## src/hdl/kcnf_pkg.sv

```systemverilog
`timescale 1ns / 1ps
package kcnf_pkg;

   localparam int MAX_DIGITS_DEFAULT = 32;

   localparam logic [7:0]  KEY_ZERO    = 8'h30;
   localparam logic [7:0]  KEY_NINE    = 8'h39;
   localparam logic [7:0]  KEY_CR      = 8'h0D;
   localparam logic [15:0] SPAN_RESET  = 16'd100;
   localparam logic [5:0]  COUNT_RESET = 6'd10;

   localparam int SPAN_W  = 16;
   localparam int COUNT_W = 6;
   localparam int TIME_W  = 32;
   localparam int ALU_W   = TIME_W + 1;

   typedef enum logic [0:0] {
      CSR_MAX_SPAN,
      CSR_MAX_COUNT
   } csr_index_type;

   typedef enum logic [2:0] {
      ST_IDLE,
      ST_GAP,
      ST_SPAN,
      ST_LIMIT,
      ST_EMIT,
      ST_EMPTY
   } state_type;

endpackage

```

## src/hdl/kcnf_alu.sv

```systemverilog
`timescale 1ns / 1ps
module kcnf_alu (
   input  logic [kcnf_pkg::ALU_W-1:0] op_a,
   input  logic [kcnf_pkg::ALU_W-1:0] op_b,
   output logic [kcnf_pkg::ALU_W-1:0] diff,
   output logic                       borrow
);
   import kcnf_pkg::*;

   // Shared subtractor: gap computation and both window compares.
   assign diff   = op_a - op_b;
   assign borrow = diff[ALU_W-1];

endmodule

```

## src/hdl/kcnf_buffer.sv

```systemverilog
`timescale 1ns / 1ps
module kcnf_buffer #(
   parameter int DEPTH = kcnf_pkg::MAX_DIGITS_DEFAULT,
   parameter int IW    = (DEPTH > 1) ? $clog2(DEPTH) : 1
) (
   input  logic          clock,
   input  logic          wr_en,
   input  logic [IW-1:0] wr_addr,
   input  logic [7:0]    wr_data,
   input  logic [IW-1:0] rd_addr,
   output logic [7:0]    rd_data
);
   import kcnf_pkg::*;

   logic [7:0] mem [DEPTH];
   logic [7:0] rd_data_ff;

   always_ff @(posedge clock) begin
      if (wr_en) begin
         mem[wr_addr] <= wr_data;
      end
      rd_data_ff <= mem[rd_addr];
   end

   assign rd_data = rd_data_ff;

endmodule

```

## src/hdl/keystroke_card_number_framer.sv

```systemverilog
`timescale 1ns / 1ps
// A digit or other key keeps the block busy through accept, gap and window check.
// A carriage return adds the late-card check; an accepted card shows its first result
// in ST_EMIT or ST_EMPTY, then one result per cycle unless stalled, and a card of
// n results (an empty card gives one) holds the block until its last result is taken.
// All steps share one 33-bit subtractor; the digit store has one read and one write port.
// Reset (synchronous, active high) clears count, overflow mark, last key time; limits 100/10.
module keystroke_card_number_framer #(
   parameter int MAX_DIGITS = kcnf_pkg::MAX_DIGITS_DEFAULT
) (
   input  logic                  clock,
   input  logic                  reset,
   input  logic                  req_valid,
   output logic                  req_stall,
   input  logic [7:0]            req_key_code,
   input  logic [31:0]           req_key_time,
   output logic                  rsp_valid,
   input  logic                  rsp_stall,
   output logic [7:0]            rsp_card_char,
   output logic                  rsp_card_empty,
   output logic                  rsp_last_char,
   input  logic                  csr_valid,
   output logic                  csr_ready,
   input  kcnf_pkg::csr_index_type csr_index,
   input  logic [15:0]           csr_data
);
   import kcnf_pkg::*;

   localparam int IW   = (MAX_DIGITS > 1) ? $clog2(MAX_DIGITS) : 1;
   localparam int CW   = $clog2(MAX_DIGITS + 1);
   localparam int CMPW = (CW > COUNT_W) ? CW : COUNT_W;

   state_type            state_ff, state_in;
   logic [7:0]           code_ff;
   logic [TIME_W-1:0]    time_ff;
   logic [TIME_W-1:0]    gap_ff, gap_in;
   logic [TIME_W-1:0]    last_ff, last_in;
   logic [CW-1:0]        count_ff, count_in;
   logic                 ovf_ff, ovf_in;
   logic [IW-1:0]        k_ff, k_in;
   logic [SPAN_W-1:0]    span_ff;
   logic [COUNT_W-1:0]   maxcnt_ff;

   logic [ALU_W-1:0]     alu_a, alu_b, alu_diff;
   logic                 alu_borrow;
   logic                 wr_en;
   logic [IW-1:0]        wr_addr, rd_addr;
   logic [7:0]           rd_data;
   logic                 is_digit, is_cr, emit_last, cnt_ok, rsp_take;

   kcnf_alu u_alu (
      .op_a   (alu_a),
      .op_b   (alu_b),
      .diff   (alu_diff),
      .borrow (alu_borrow)
   );

   kcnf_buffer #(
      .DEPTH (MAX_DIGITS),
      .IW    (IW)
   ) u_buffer (
      .clock   (clock),
      .wr_en   (wr_en),
      .wr_addr (wr_addr),
      .wr_data (code_ff),
      .rd_addr (rd_addr),
      .rd_data (rd_data)
   );

   assign csr_ready = 1'b1;

   always_ff @(posedge clock) begin
      if (reset) begin
         span_ff   <= SPAN_RESET;
         maxcnt_ff <= COUNT_RESET;
      end else if (csr_valid) begin
         unique case (csr_index)
            CSR_MAX_SPAN:  span_ff   <= csr_data;
            CSR_MAX_COUNT: maxcnt_ff <= csr_data[COUNT_W-1:0];
         endcase
      end
   end

   always_ff @(posedge clock) begin
      if (reset) begin
         state_ff <= ST_IDLE;
         last_ff  <= '0;
         count_ff <= '0;
         ovf_ff   <= 1'b0;
         k_ff     <= '0;
      end else begin
         state_ff <= state_in;
         last_ff  <= last_in;
         count_ff <= count_in;
         ovf_ff   <= ovf_in;
         k_ff     <= k_in;
      end
   end

   always_ff @(posedge clock) begin
      if (state_ff == ST_IDLE && req_valid) begin
         code_ff <= req_key_code;
         time_ff <= req_key_time;
      end
      gap_ff <= gap_in;
   end

   assign is_digit  = (code_ff >= KEY_ZERO) && (code_ff <= KEY_NINE);
   assign is_cr     = (code_ff == KEY_CR);
   assign cnt_ok    = CMPW'(count_ff) <= CMPW'(maxcnt_ff);
   assign emit_last = (CW'(k_ff) + CW'(1)) == count_ff;
   assign rsp_take  = rsp_valid && !rsp_stall;

   always_comb begin
      state_in  = state_ff;
      gap_in    = gap_ff;
      last_in   = last_ff;
      count_in  = count_ff;
      ovf_in    = ovf_ff;
      k_in      = k_ff;
      alu_a     = {1'b0, time_ff};
      alu_b     = {1'b0, last_ff};
      wr_en     = 1'b0;
      wr_addr   = count_ff[IW-1:0];
      rd_addr   = k_ff;
      req_stall = 1'b1;
      rsp_valid = 1'b0;

      unique case (state_ff)
         ST_IDLE: begin
            req_stall = 1'b0;
            if (req_valid) begin
               state_in = ST_GAP;
            end
         end
         ST_GAP: begin
            // gap wraps modulo 2^32
            gap_in   = alu_diff[TIME_W-1:0];
            last_in  = time_ff;
            state_in = ST_SPAN;
         end
         ST_SPAN: begin
            // borrow of span - gap: gap longer than max_span
            alu_a = {{(ALU_W - SPAN_W){1'b0}}, span_ff};
            alu_b = {1'b0, gap_ff};
            priority if (is_digit) begin
               state_in = ST_IDLE;
               if (alu_borrow) begin
                  wr_en    = 1'b1;
                  wr_addr  = '0;
                  count_in = CW'(1);
                  ovf_in   = 1'b0;
               end else if (count_ff < CW'(MAX_DIGITS)) begin
                  wr_en    = 1'b1;
                  count_in = count_ff + CW'(1);
               end else begin
                  ovf_in = 1'b1;
               end
            end else if (is_cr) begin
               state_in = ST_LIMIT;
            end else begin
               count_in = '0;
               ovf_in   = 1'b0;
               state_in = ST_IDLE;
            end
         end
         ST_LIMIT: begin
            // borrow of 2*span - gap: card arrived too late
            alu_a   = {{(ALU_W - SPAN_W - 1){1'b0}}, span_ff, 1'b0};
            alu_b   = {1'b0, gap_ff};
            rd_addr = '0;
            k_in    = '0;
            if (!alu_borrow && !ovf_ff && cnt_ok) begin
               state_in = (count_ff == '0) ? ST_EMPTY : ST_EMIT;
            end else begin
               count_in = '0;
               ovf_in   = 1'b0;
               state_in = ST_IDLE;
            end
         end
         ST_EMIT: begin
            rsp_valid = 1'b1;
            if (rsp_take) begin
               // prefetch the next digit as this one leaves
               rd_addr = k_ff + IW'(1);
               k_in    = k_ff + IW'(1);
               if (emit_last) begin
                  count_in = '0;
                  ovf_in   = 1'b0;
                  state_in = ST_IDLE;
               end
            end
         end
         ST_EMPTY: begin
            rsp_valid = 1'b1;
            if (rsp_take) begin
               count_in = '0;
               ovf_in   = 1'b0;
               state_in = ST_IDLE;
            end
         end
         default: begin
            state_in = ST_IDLE;
         end
      endcase
   end

   assign rsp_card_char  = (state_ff == ST_EMIT) ? rd_data : 8'd0;
   assign rsp_card_empty = (state_ff == ST_EMPTY);
   assign rsp_last_char  = (state_ff == ST_EMPTY) || ((state_ff == ST_EMIT) && emit_last);

endmodule

```

## config.mk

```make
export PLATFORM = sky130hd
export DESIGN_NAME = keystroke_card_number_framer
export DESIGN_NICKNAME = d
export VERILOG_FILES = /design/src/hdl/kcnf_pkg.sv /design/src/hdl/kcnf_alu.sv /design/src/hdl/kcnf_buffer.sv /design/src/hdl/keystroke_card_number_framer.sv
export SDC_FILE = /design/constraint.sdc
export NUM_CORES = 1
export LEC_CHECK = 0
export ABC_AREA = 1
export ABC_CLOCK_PERIOD_IN_PS = 5500
export BUFFER_PORTS_ARGS = -buffer_cell sky130_fd_sc_hd__buf_2
export CORE_MARGIN = 10
export CORE_UTILIZATION = 50
export DETAILED_ROUTE_END_ITERATION = 7
export PLACE_DENSITY = 0.78
export SETUP_SLACK_MARGIN = 0.5
export SYNTH_ARGS = -nofsm -noshare
export SYNTH_HDL_FRONTEND = slang
export SYNTH_SLANG_ARGS = --single-unit
export TNS_END_PERCENT = 1
```

## constraint.sdc

```tcl
create_clock -name clock -period 5.5 [get_ports clock]
set_clock_uncertainty 0.15 [all_clocks]
set_input_delay 0.825 -clock clock [delete_from_list [all_inputs] [get_ports clock]]
set_output_delay 0.825 -clock clock [all_outputs]
set_load 0.01 [all_outputs]
```

# Yosys cells after proc, flatten, opt, wreduce, memory -nomap -nowiden
# Memories as Yosys holds them, arrays and structs flattened. A register that Yosys moved wholly into a read port is not among the register bits.
# Cells that the tools add are included.
[totals]
output_inout_bits = 13
regBits = 141
ram_bits = 256
elab_cells = 98
input_bits = 62
mem_count = 1
[op_classes]
bitwise_logic = 1
muxes = 43
eq_ne = 15
magnitude_cmp = 4
add_sub_neg = 4
reduce_logical = 20
[mem_list]
columns = ["name", "depth", "word_bits", "read_ports", "rd_clocked_by_memory_dff", "wr", "line", "rtl"]
rows = [
  ["u_buffer.mem", 32, 8, 1, 1, 1, "kcnf_buffer.sv:15", "logic [7:0] mem [DEPTH];"],
]
[ops]
columns = ["operator", "count"]
rows = [
  ["$pmux W32 S2", 1],
  ["$mux W6", 8],
  ["$sub A32 B32 Y33", 1],
  ["$mux W32", 1],
  ["$pmux W6 S4", 1],
  ["$mux W5", 4],
  ["$pmux W3 S6", 1],
  ["$mux W1", 17],
  ["$mux W3", 5],
  ["$reduce_and A7 Y1", 2],
  ["$pmux W5 S2", 1],
  ["$eq A8 B4 Y1 const B", 1],
  ["$ge A8 B6 Y1 const B", 1],
  ["$le A8 B6 Y1 const B", 1],
  ["$mux W8", 1],
  ["$ne A2 B2 Y1 const B", 4],
  ["$ne A4 B4 Y1 const B", 2],
  ["$add A5 B1 Y6 const B", 1],
  ["$add A6 B1 Y6 const B", 1],
  ["$eq A3 B2 Y1 const B", 2],
  ["$eq A3 B3 Y1 const B", 2],
  ["$eq A6 B6 Y1", 1],
  ["$le A6 B6 Y1", 1],
  ["$logic_and A1 B1 Y1", 6],
  ["16 further kinds", 21],
]

# Logic depth before layout (Yosys ltp)
# Gate-level depths: netlist of the first run.
[logic_depth]
word_depth = 9
ltp_mapped = 24
depth_no_buf = 22

# Cells and area by module
# A second synthesis of the first run with hierarchy kept.
[hier_totals]
cells_unflattened = 2218
area_unflattened_um2 = 19718.9
[modules_own_cells]
columns = ["module", "cells_each", "n_inst", "seq_area_each_um2", "area_each_um2"]
rows = [
  ["kcnf_buffer", 922, 1, 7847.5, 10786.6],
  ["keystroke_card_number_framer", 734, 1, 3543.4, 6301.0],
  ["kcnf_alu", 562, 1, 0.0, 2631.3],
]

# Worst setup path before layout of the first run
# No wires, ideal clock.
[synth_path]
path_type = "reg2reg"
start = "register state_ff[1]"
end = "memory u_buffer.mem[21][0], enable pin"
n_path_buf = 4
stages_incl_launch_ff = 22
t_arrival_ns = 3.475
setup_slack_ns = 1.505
setup_ns = 0.370
t_required_ns = 4.980
synth_period_minus_slack_ns = 3.995
path_cell_list = "dfxtp_1 -> nand3_1 -> buf_2 -> nand2_2 -> clkinv_1 -> buf_2 -> clkbuf_1 -> nand2_1 -> o21ai_0 -> ha_1 -> clkbuf_1 -> nand4_1 -> nor2_1 -> and3_1 -> nand2_1 -> nand2_1 -> inv_1 -> nand2_1 -> nand2_1 -> nor2_1 -> nand2_1 -> nor2_1"
[synth_between]
elab_chain_cells = 9
elab_cells_between_ends = 14
classes_between = "add/sub (1); eq/ne (2); mux (10); reduce/logical (1)"
[synth_lines]
columns = ["element", "line", "rtl"]
rows = [
  ["start: declaration", "keystroke_card_number_framer.sv:33", "state_type state_ff, state_in;"],
  ["start signal: assignment", "keystroke_card_number_framer.sv:92", "state_ff <= state_in;"],
  ["$eq A3 B2 Y1", "keystroke_card_number_framer.sv:129", "unique case (state_ff)"],
  ["$reduce_or A2 Y1 (no source line)", "-", ""],
  ["$mux W32", "keystroke_card_number_framer.sv:129", ""],
  ["$sub A32 B32 Y33", "kcnf_alu.sv:11", "assign diff = op_a - op_b;"],
  ["$mux W1", "keystroke_card_number_framer.sv:148", "if (alu_borrow) begin"],
  ["$mux W1", "keystroke_card_number_framer.sv:146", "priority if (is_digit) begin"],
  ["$mux W1", "keystroke_card_number_framer.sv:129", ""],
  ["$mux W1", "kcnf_buffer.sv:19", "if (wr_en) begin"],
  ["$mux W1 (implied by the code)", "kcnf_buffer.sv:20", "mem[wr_addr] <= wr_data;"],
  ["end: declaration", "kcnf_buffer.sv:15", ""],
]
# Several ways; a longest one is shown, not always the timed one.

# Worst setup path in the final report of the first run
[layout_path]
start = "register state_ff[1]"
end = "memory u_buffer.mem[28][0], enable pin"
# The elaborated chain is that of the path after synthesis.

==> results, run 1 <==
- The share of the synthesized area in the top cell type is 50.84%.
- The mean post-synth cell area is 9.492 um2.
- For this run, the total global-route usage over all layers was measured as 19.68%.
- The worst ir drop on vdd is 0.2896 mV.
- STA classifies the critical path startpoint as a flop.
- Of all nets on the critical path, the largest fanout is 44.
- The region available for standard cell placement spans 0.03847 mm2.
- The power per standard cell area is 385.8 mW/mm2.
- Counting stages on the worst path, the most repeated cell is sky130_fd_sc_hd__nand2_1.
- Entering global routing, the biggest net connects 113 pins.
- The number of buffers and inverters on the critical path is 4.
- The number of antenna violations at the first check in global routing is 0.
- The tree is rooted in a sky130_fd_sc_hd__clkbuf_16.
- The placed standard-cell area is 0.02019 mm2.
- The delay contributed by the slowest stage of the critical path is 0.74 ns.
- The critical path's top delay family is simple AND/OR/NAND/NOR gates.
- The final layout contains routed wiring with a total length of 47460 um.
- The number of warnings printed during yosys synthesis is 0.
- The final period utilization is 81.48%.
- Setup total negative slack on the finished layout was measured at 0 ns.
- The number of global-route vias before repair was 14.08k.
- The source of the worst hold timing path is req_key_time[9].
- On the critical path, the stage with the largest delay is an instance of sky130_fd_sc_hd__nor2_1.
- The transition time of the tightest slew-check pin is 1.179 ns.
- The count of TritonRoute iterations in the first routing pass is 6.
- The sequential cells in the finished layout cover a total of 0.01139 mm2.
- In this run the count of I/O pins placed on the die edge is 75.
- The count of nets left with antenna violations once routing finished came out at 0.
- The repair_antennas step left the layout with diodes totalling 0.
- The die covers 0.04702 mm2.
- For this run, design rule violations remaining after detail routing come to 0.
- The placed wire-length estimate is 31200 um.
- The largest total area in the synthesized netlist belongs to sky130_fd_sc_hd__edfxtp_1.
- The CTS clock-pin slew for the worst setup and hold paths is 0.06 ns.
- The CTS H-tree depth is 2.
- The initialized floorplan defines 72 standard-cell rows.
- Dividing the detail-routed via count by the number of cells gives 5.472.
- The number of hold violations in the final report is 0.
- CTS saw 405 sinks.
- STA classifies the critical path endpoint as a flop.
- The worst setup slack before clock tree synthesis is 1.067 ns.
- The relative max-transition margin is 21.00%.
- The final design area excluding fillers is 0.02160 mm2.
- Dividing the detail-routed wire length by the instance count gives 17.95 um.
- In this run, synthesis inferred 328 flip-flops with an integrated enable.
- The count of max-cap constraint violations is 0.
- The synthesized instance count is 2041.
- Once the floorplan was initialized, standard cells occupied 50.36% of the core.
- The area growth from synthesis to layout is 11.51%.
- The post-synth net total is 2145.
- Setup repair after global routing left no endpoint under its margin.
- Registers are responsible for 44.6% of the overall power.
- The total of hold buffers inserted after clock tree synthesis is 0.
- For the worst-skew pair, the clock arrives at the later sink with an insertion delay of 0.56 ns.
- The ratio of cells with drive above 1 in the final layout is 8.843%.
- Summing the sequential cell areas from Yosys gives 58.80% of the chip area.
- The fraction of power consumed by combinational cells is 20.9%.
- The internal power is 5.889 mW.
- The maximum number of buffers from clock root to sink is 3.
- The maximum frequency from static timing analysis is 0.2231 GHz.
- The worst hold-check path type is input pin to flop.
- The number of synthesized register bits is 405.
- Routability-driven placement finished with a final weighted congestion of 0.9086.
- Once the clock tree was built, the setup fixing pass inserted 0 buffers.
- Global routing finished with a remaining overflow of 0.
- The required time at the worst-slack endpoint is 5.54 ns.
- The flow ran to the end, and the final reports show no timing, DRC or antenna violations.
- By area the synthesized netlist is led by sky130_fd_sc_hd__edfxtp_1, sky130_fd_sc_hd__nand2_1, sky130_fd_sc_hd__dfxtp_1.
- Per report_power, the clock group accounts for 34.5% of the total.
- The critical path starts at state_ff[1].
- For this design the total switching power over the nets is 2.446 mW.
- The count of nets after finishing is 2197.
- The number of buffers created by CTS is 42.
- The detailed router finished its first iteration with 1498 violations.
- The horizontal extent of the die is 216.8 um.
- The routed layout has 14.47k vias.
- Among all flip-flop cells after synthesis, the most frequent one is sky130_fd_sc_hd__edfxtp_1.
- The startpoint of the worst register-to-register path is state_ff[1].
- After synthesis the cells add up to 0.01937 mm2.
- The net switching share of the total power is 29.34%.
- The number of slew-limit violations in the final report is 0.
- The worst path arrival time is 4.52 ns.
- The layout has 3306 filler cells.
- The setup path with the least slack is of type flop to flop.
- For this design the static power due to leakage is 8.768 nW.
- In the post-route analysis, the smallest setup slack over all paths is 1.019 ns.
- The netlist uses 48 different library cells.
- Buffers placed on the I/O ports in this run total 73.
- The global-route wire length before repair is 74580 um.
- The count of final setup violators is 0.
- The worst hold slack after final layout is 0.2814 ns.
- Counting flops with an async set or reset pin after synthesis yields a share of 0%.
- The post-layout minimum cycle time is 4.481 ns.
- Walking the worst path, the cells encountered are nand3_1 -> nand2_2 -> inv_2 -> buf_12 -> nand2_1 -> o21ai_0 -> ha_1 -> nand2_1 -> inv_1 -> nand2_1 -> nor2_1 -> and3_1 -> nand2_1 -> nand2_1 -> inv_1 -> nand2_1 -> nand2_1 -> nor2_1 -> nand2_1 -> nor2_1.
- After clock tree synthesis, the repair step resized 0 gates.
- The multi-input combinational cells in the finished layout cover a total of 0.006551 mm2.
- Measured along the y axis, the die boundary spans 216.8 um.
- The CTS tree is done.
## layer usage
layer / track usage, % / part of all wire (%) / vias up
met5: 0 / 0 / -
met4: 7.201 / 2.8 / 0
met3: 3.606 / 8.4 / 104
met2: 31.52 / 47 / 656
met1: 26.35 / 42 / 6741
li1: - / - / 6966
## worst register-to-register path: stages (launching register included)
cell                      delay [ns]
sky130_fd_sc_hd__dfxtp_1        0.48
sky130_fd_sc_hd__nand3_1        0.17
sky130_fd_sc_hd__nand2_2        0.11
sky130_fd_sc_hd__inv_2          0.10
sky130_fd_sc_hd__buf_12         0.19
sky130_fd_sc_hd__nand2_1        0.09
sky130_fd_sc_hd__o21ai_0        0.09
sky130_fd_sc_hd__ha_1           0.41
sky130_fd_sc_hd__nand2_1        0.11
sky130_fd_sc_hd__inv_1          0.08
sky130_fd_sc_hd__nand2_1        0.07
sky130_fd_sc_hd__nor2_1         0.23
sky130_fd_sc_hd__and3_1         0.20
sky130_fd_sc_hd__nand2_1        0.09
sky130_fd_sc_hd__nand2_1        0.16
sky130_fd_sc_hd__inv_1          0.06
sky130_fd_sc_hd__nand2_1        0.18
sky130_fd_sc_hd__nand2_1        0.10
sky130_fd_sc_hd__nor2_1         0.15
sky130_fd_sc_hd__nand2_1        0.13
sky130_fd_sc_hd__nor2_1         0.74
## sequential cells by signal, indices dropped and copies added (netlist names), 5 cells and up
name and flops:
code_ff 8, count_ff 6, gap_ff 32, k_ff 5
last_ff 32, maxcnt_ff 6, span_ff 16, time_ff 32
u_buffer.mem 256, u_buffer.rd_data 8
## stage by stage
step	power, mW	util [%]	instances
after CTS	8.351	56.16	2644
after global routing	8.722	56.16	2644
after detailed placement	5.489	52.48	2567
final	8.334	56.16	2644
after floorplan	4.990	-	2041
after global placement	5.435	52.48	2567
## worst paths after layout
| kind | endpoint | slack [ns] | cells after the start |
|---|---|---|---|
| worst min-delay path | time_ff[9] | 0.28 | 1 |
| worst max-delay path | u_buffer.mem[28][0] | 1.02 | 20 |
| worst max register to register | u_buffer.mem[28][0] | 1.02 | 20 |
| worst min register to register | last_ff[0] | 0.30 | 2 |
## power by group through the flow
stage	Sequential [mW]	Clock [mW]	Combinational (mW)
finish	3.72	2.87	1.74
global route	3.74	3.03	1.95
floorplan	3.78	0	1.21
global placement	3.78	0	1.66
detailed placement	3.78	0	1.71
CTS	3.72	2.91	1.72
## cell type report
| cell class | count | share of cell area [%] |
|---|---|---|
| sequential | 405 | 52.73 |
| multi-input combinational | 1273 | 30.33 |
| clock buffer | 55 | 5.323 |
| inverter | 271 | 4.709 |
| tap | 518 | 3.000 |
| timing repair buffer | 100 | 2.687 |
| clock inverter | 22 | 1.228 |
## synth_stat cells, drive strengths merged (19+ instances only)
library cell and instances:
inv 269, nor2 143, a21oi 99, nand3 230, o21ai 109, buf 46, nand3b 98, nand2 453
edfxtp 328, xor2 19, ha 41, dfxtp 77, clkbuf 46
## kinds of logic (layout without fill, tap and decap cells)
group	Yosys count	in the layout	synth area share, %
and+or+nand+nor	946	946	22.15
DFF	405	405	58.80
buffers and inverters	363	448	7.576
AOI/OAI and AO/OA	255	255	7.395
adders and majority gates	42	42	2.751
xor gates and xnor gates	29	29	1.311
other	1	1	0.01936
## cells in the final DEF, fill, tap and decap left out, types with 2 or more instances in the layout
cell type and instances:
sky130_fd_sc_hd__nand2_1 448, sky130_fd_sc_hd__edfxtp_1 328, sky130_fd_sc_hd__inv_1 264, sky130_fd_sc_hd__nand3_1 228, sky130_fd_sc_hd__nor2_1 140, sky130_fd_sc_hd__o21ai_0 102, sky130_fd_sc_hd__nand3b_1 98, sky130_fd_sc_hd__a21oi_1 97
sky130_fd_sc_hd__dfxtp_1 77, sky130_fd_sc_hd__buf_2 73, sky130_fd_sc_hd__clkbuf_16 42, sky130_fd_sc_hd__ha_1 41, sky130_fd_sc_hd__buf_4 26, sky130_fd_sc_hd__xor2_1 19, sky130_fd_sc_hd__o221ai_1 15, sky130_fd_sc_hd__nand4_1 10
sky130_fd_sc_hd__xnor2_1 10, sky130_fd_sc_hd__o211ai_1 9, sky130_fd_sc_hd__clkbuf_1 8, sky130_fd_sc_hd__o21ai_1 7, sky130_fd_sc_hd__inv_2 6, sky130_fd_sc_hd__o21bai_1 6, sky130_fd_sc_hd__clkinv_1 6, sky130_fd_sc_hd__clkinv_2 6
sky130_fd_sc_hd__a21boi_0 5, sky130_fd_sc_hd__clkbuf_8 5, sky130_fd_sc_hd__nor3_1 4, sky130_fd_sc_hd__bufinv_16 4, sky130_fd_sc_hd__nand2_2 3, sky130_fd_sc_hd__a21o_1 3, sky130_fd_sc_hd__a31oi_1 3, sky130_fd_sc_hd__clkinvlp_4 3
sky130_fd_sc_hd__or2_2 2, sky130_fd_sc_hd__and3_1 2, sky130_fd_sc_hd__nor2_4 2, sky130_fd_sc_hd__nand2_4 2, sky130_fd_sc_hd__nand3_2 2, sky130_fd_sc_hd__clkinv_8 2
(Power assumes the default switching activity.)
==> inputs of run 2 (changes only) <==
- ABC_AREA: 1 -> 0
- ABC_CLOCK_PERIOD_IN_PS: 5500 -> 4600
- clock period: 5.5 -> 4.6 ns (I/O delays scaled with it)
==> results, run 2 <==
- The run finished with clean final reports.
- The number of nets still failing antenna checks after routing is 0 (unchanged).
- The final worst-path setup slack is 0.6788 ns (-0.3398 ns).
- The initial core utilization is 50.37% (about the same).
- The number of hold violations in the final report is 0 (unchanged).
- The number of global-route vias before repair is 12.47k (-11%).
- The post-detailed-route wirelength per cell is 20.13 um (+12%).
- On the critical path the largest part of the delay comes from compound AO/OA/AOI/OAI gates.
- Setup repair after global routing left no endpoint under its margin.
- The worst path arrival time is 4.22 ns (-0.30 ns).
- The area of the placeable core came to 0.03635 mm2 (-5.5%).
- The maximum frequency from static timing analysis is 0.2550 GHz (+14%).
- The most repeated cell in the gate-level netlist after synthesis is sky130_fd_sc_hd__edfxtp_1.
- The worst reg-to-reg setup slack was 0.68 ns (-0.34 ns).
- The count of nets after finishing is 1742 (-21%).
- The count of placed standard cells including taps is 2056 (-20%).
- The global-route wire length before repair came to 66990 um (-10%).
- The number of vias per cell after detailed routing is 5.869 (+7.3%).
- The most used flip-flop cell after synthesis is sky130_fd_sc_hd__edfxtp_1.
- The number of cell rows is 70 (-2.8%).
- The pin count of the biggest net entering global routing is 129 (+14%).
- The die boundary height is 211.4 um (-2.5%).
- The clock insertion delay at the later pin of the skew report is 0.55 ns (about the same).
- The worst setup slack before clock tree synthesis was 0.4418 ns (-0.6251 ns).
- The power per standard cell area is 421.1 mW/mm2 (+9.2%).
- The tightest min-delay check is of the input pin to flop type.
- The synthesized instance count came to 1555 (-24%).
- The largest register by flop count is u_buffer.mem.
- The ratio of cells with drive above 1 in the final layout is 13.64% (+4.8 points).
- The placer congestion estimate is 0.9568 (+5.3%).
- The port buffer count is 73 (unchanged).
- The post-layout minimum cycle time is 3.921 ns (-0.5602 ns).
- The relative max-transition margin is 18.22% (-2.8 points).
- The horizontal extent of the die is 211.4 um (-2.5%).
- The area taken by flip-flops and latches is 0.01139 mm2 (about the same).
- The nature of the critical path startpoint is a flop.
- The footprint of the multi-input gates came to 0.006564 mm2 (+0.19%).
- The startpoint of the worst register-to-register path is state_ff[1].
- The share of synthesized area occupied by flip-flops and latches is 62.22% (+3.4 points).
- The top-level port count was 75 (unchanged).
- The post-synth net total was 1659 (-23%).
- The number of antenna violations at the first check in global routing came to 0 (unchanged).
- The leading cell type in the layout, fill and taps excluded is sky130_fd_sc_hd__edfxtp_1.
- In the layout the commonest cells are sky130_fd_sc_hd__edfxtp_1, sky130_fd_sc_hd__nand2_1, sky130_fd_sc_hd__a21oi_1.
- The cell at the root of the clock tree is sky130_fd_sc_hd__clkbuf_16.
- The count of max-cap constraint violations is 0 (unchanged).
- The number of distinct standard cells referenced by the synthesized netlist is 75 (+56%).
- The number of sinks handled by clock tree synthesis is 405 (unchanged).
- The DRC violations left came to 0 (unchanged).
- The flip-flop count of the largest register after layout was 256 (unchanged).
- The number of fillers in the final layout was 2852 (-14%).
- The CTS clock-pin slew for the worst setup and hold paths came to 0.06 ns (about the same).
- Compared with the post-synthesis result, the final layout area differs by 14.09%.
- For hold timing, the worst endpoint is time_ff[2].
- The worst hold path begins at req_key_time[2].
- The overall global routing resource usage is 18.95% (-0.73 points).
- Sorting the synthesized cells by area gives the leading types as sky130_fd_sc_hd__edfxtp_1, sky130_fd_sc_hd__dfxtp_1, sky130_fd_sc_hd__nand2_1.
- The worst setup path is captured at a flop.
- The delay contributed by the slowest stage of the critical path was 0.45 ns (-0.29 ns).
- The CTS H-tree depth came to 2 (unchanged).
- The total wire length is 43060 um (-9.3%).
- The antenna diode count is 0 (unchanged).
- The cell area after synthesis is 0.01831 mm2 (-5.5%).
- The detailed-route via count was 12.55k (-13%).
- Summed over all instances, the cell type with the most area after synthesis is sky130_fd_sc_hd__edfxtp_1.
- The number of slew-limit violations in the final report was 0 (unchanged).
- The maximum number of buffers from clock root to sink is 3 (unchanged).
- In this run the critical register-to-register path is captured at count_ff[5].
- Walking the worst path, the cells encountered are nor2b_4 -> buf_12 -> nand2_1 -> nand2_1 -> ha_1 -> inv_1 -> fa_2 -> a21oi_1 -> o211ai_1 -> a21o_1 -> a211o_1 -> a21oi_1 -> o211ai_2 -> o41a_1 -> nor4_2.
- The remaining global-route overflow is 0 (unchanged).
- The transition time of the tightest slew-check pin is 1.227 ns (+0.04721 ns).
- The final period utilization came to 85.24% (+3.8 points).
- The CTS tree is done.
- The proportion of synthesized flip-flops having asynchronous set or reset is 0% (unchanged).
- The critical path is of the flop to flop type.
- The total of hold buffers inserted after clock tree synthesis is 0 (unchanged).
- The number of synthesized register bits is 405 (unchanged).
- The number of warnings printed during yosys synthesis is 0 (unchanged).
- The count of TritonRoute iterations in the first routing pass is 6 (unchanged).
- The count of final setup violators is 0 (unchanged).
- The number of instances on the worst hold path is 1 (unchanged).
- The number of flops mapped to enable cells by yosys is 328 (unchanged).
- The worst hold slack after final layout is 0.1714 ns (-0.1099 ns).
- The number of buffers created by CTS is 42 (unchanged).
- The die area is 0.04467 mm2 (-5.0%).
- The summed negative setup slack over all endpoints came to 0 ns (unchanged).
- The peak fanout along the critical path is 28 (-36%).
- The required time at the worst-slack endpoint is 4.90 ns (-0.64 ns).
- The mean post-synth cell area is 11.77 um2 (+24%).
- The number of cell instances on the worst register-to-register path came to 15 (-25%).
- The standby leakage power came to 7.068 nW (-19%).
- The share of the synthesized area in the top cell type came to 53.80% (+3.0 points).
- The standard cell with the maximum stage delay on the critical path is sky130_fd_sc_hd__dfxtp_1.
- The violation count after the first detailed-routing iteration is 1286 (-14%).
- The number of buffers and inverters on the critical path is 2 (-2).
- Ranked by instance count, the synthesized netlist is headed by sky130_fd_sc_hd__edfxtp_1, sky130_fd_sc_hd__nand2_1, sky130_fd_sc_hd__a21oi_1.
- The worst ir drop on vdd was 0.3207 mV (+11%).
- The placed wire-length estimate is 27270 um (-13%).
- The post-layout instance count excluding filler cells is 2139 (-19%).
-- run 2: worst max path at each step --
stage | from | end | slack, ns | depth (start not counted)
final | state_ff[1] | count_ff[5] | 0.68 | 15
after floorplan | state_ff[2] | u_buffer.mem[10][0] | 0.51 | 17
after global placement | state_ff[2] | u_buffer.mem[1][5] | 0.53 | 17
after detailed placement | state_ff[2] | u_buffer.mem[13][3] | 0.44 | 16
after CTS | state_ff[1] | u_buffer.mem[1][5] | 0.48 | 14
after global routing | state_ff[2] | u_buffer.mem[31][1] | 0.45 | 16
-- run 2: routing by layer --
metal	part of all wire (%)	up-vias	track usage [%]
met4	2.6	0	6.819
met2	49	504	32.14
met5	0	-	0
met3	6.9	78	2.899
met1	41	6023	24.20
li1	-	5948	-
-- run 2: area by class of cell --
cell class | instances | share of cell area (%)
clock buffers | 51 | 5.344
flip-flops and latches | 405 | 54.54
repair buffers | 129 | 4.145
inverters | 24 | 0.4313
multi-input cells | 1036 | 31.43
well taps | 468 | 2.804
clock inverters | 26 | 1.306
-- run 2: metrics by stage --
step                      total power [mW]  util (%)  area [um2]
after floorplan                      5.139         -       18440
after global placement               5.412     53.41       19410
after detailed placement             5.450     53.41       19410
after CTS                            8.826     57.25       20810
after global routing                 9.119     57.46       20890
final                                8.795     57.46       20890
-- run 2: cells by family after synthesis --
family | Yosys count | share of synthesized area [%]
xor+xnor | 36 | 1.722
buf+inv | 114 | 2.577
mux | 53 | 2.905
flops | 405 | 62.22
other cells | 1 | 0.02048
simple gates | 565 | 14.63
fa+ha+maj | 42 | 2.911
compound gates | 339 | 13.01
-- run 2: report_power, final --
part	internal (mW)	switching (mW)	leakage (nW)
clock network	2.01	1.38	0.678
logic	0.452	0.715	2.78
registers	4.17	0.0584	3.61
-- run 2: what timing repair did --
item | CTS | global route
pin swaps | 0 | 3
setup buffers | 0 | 5
endpoints found under the setup margin | 69 | 243
gates resized for setup | 2 | 3
cloned | 0 | 1
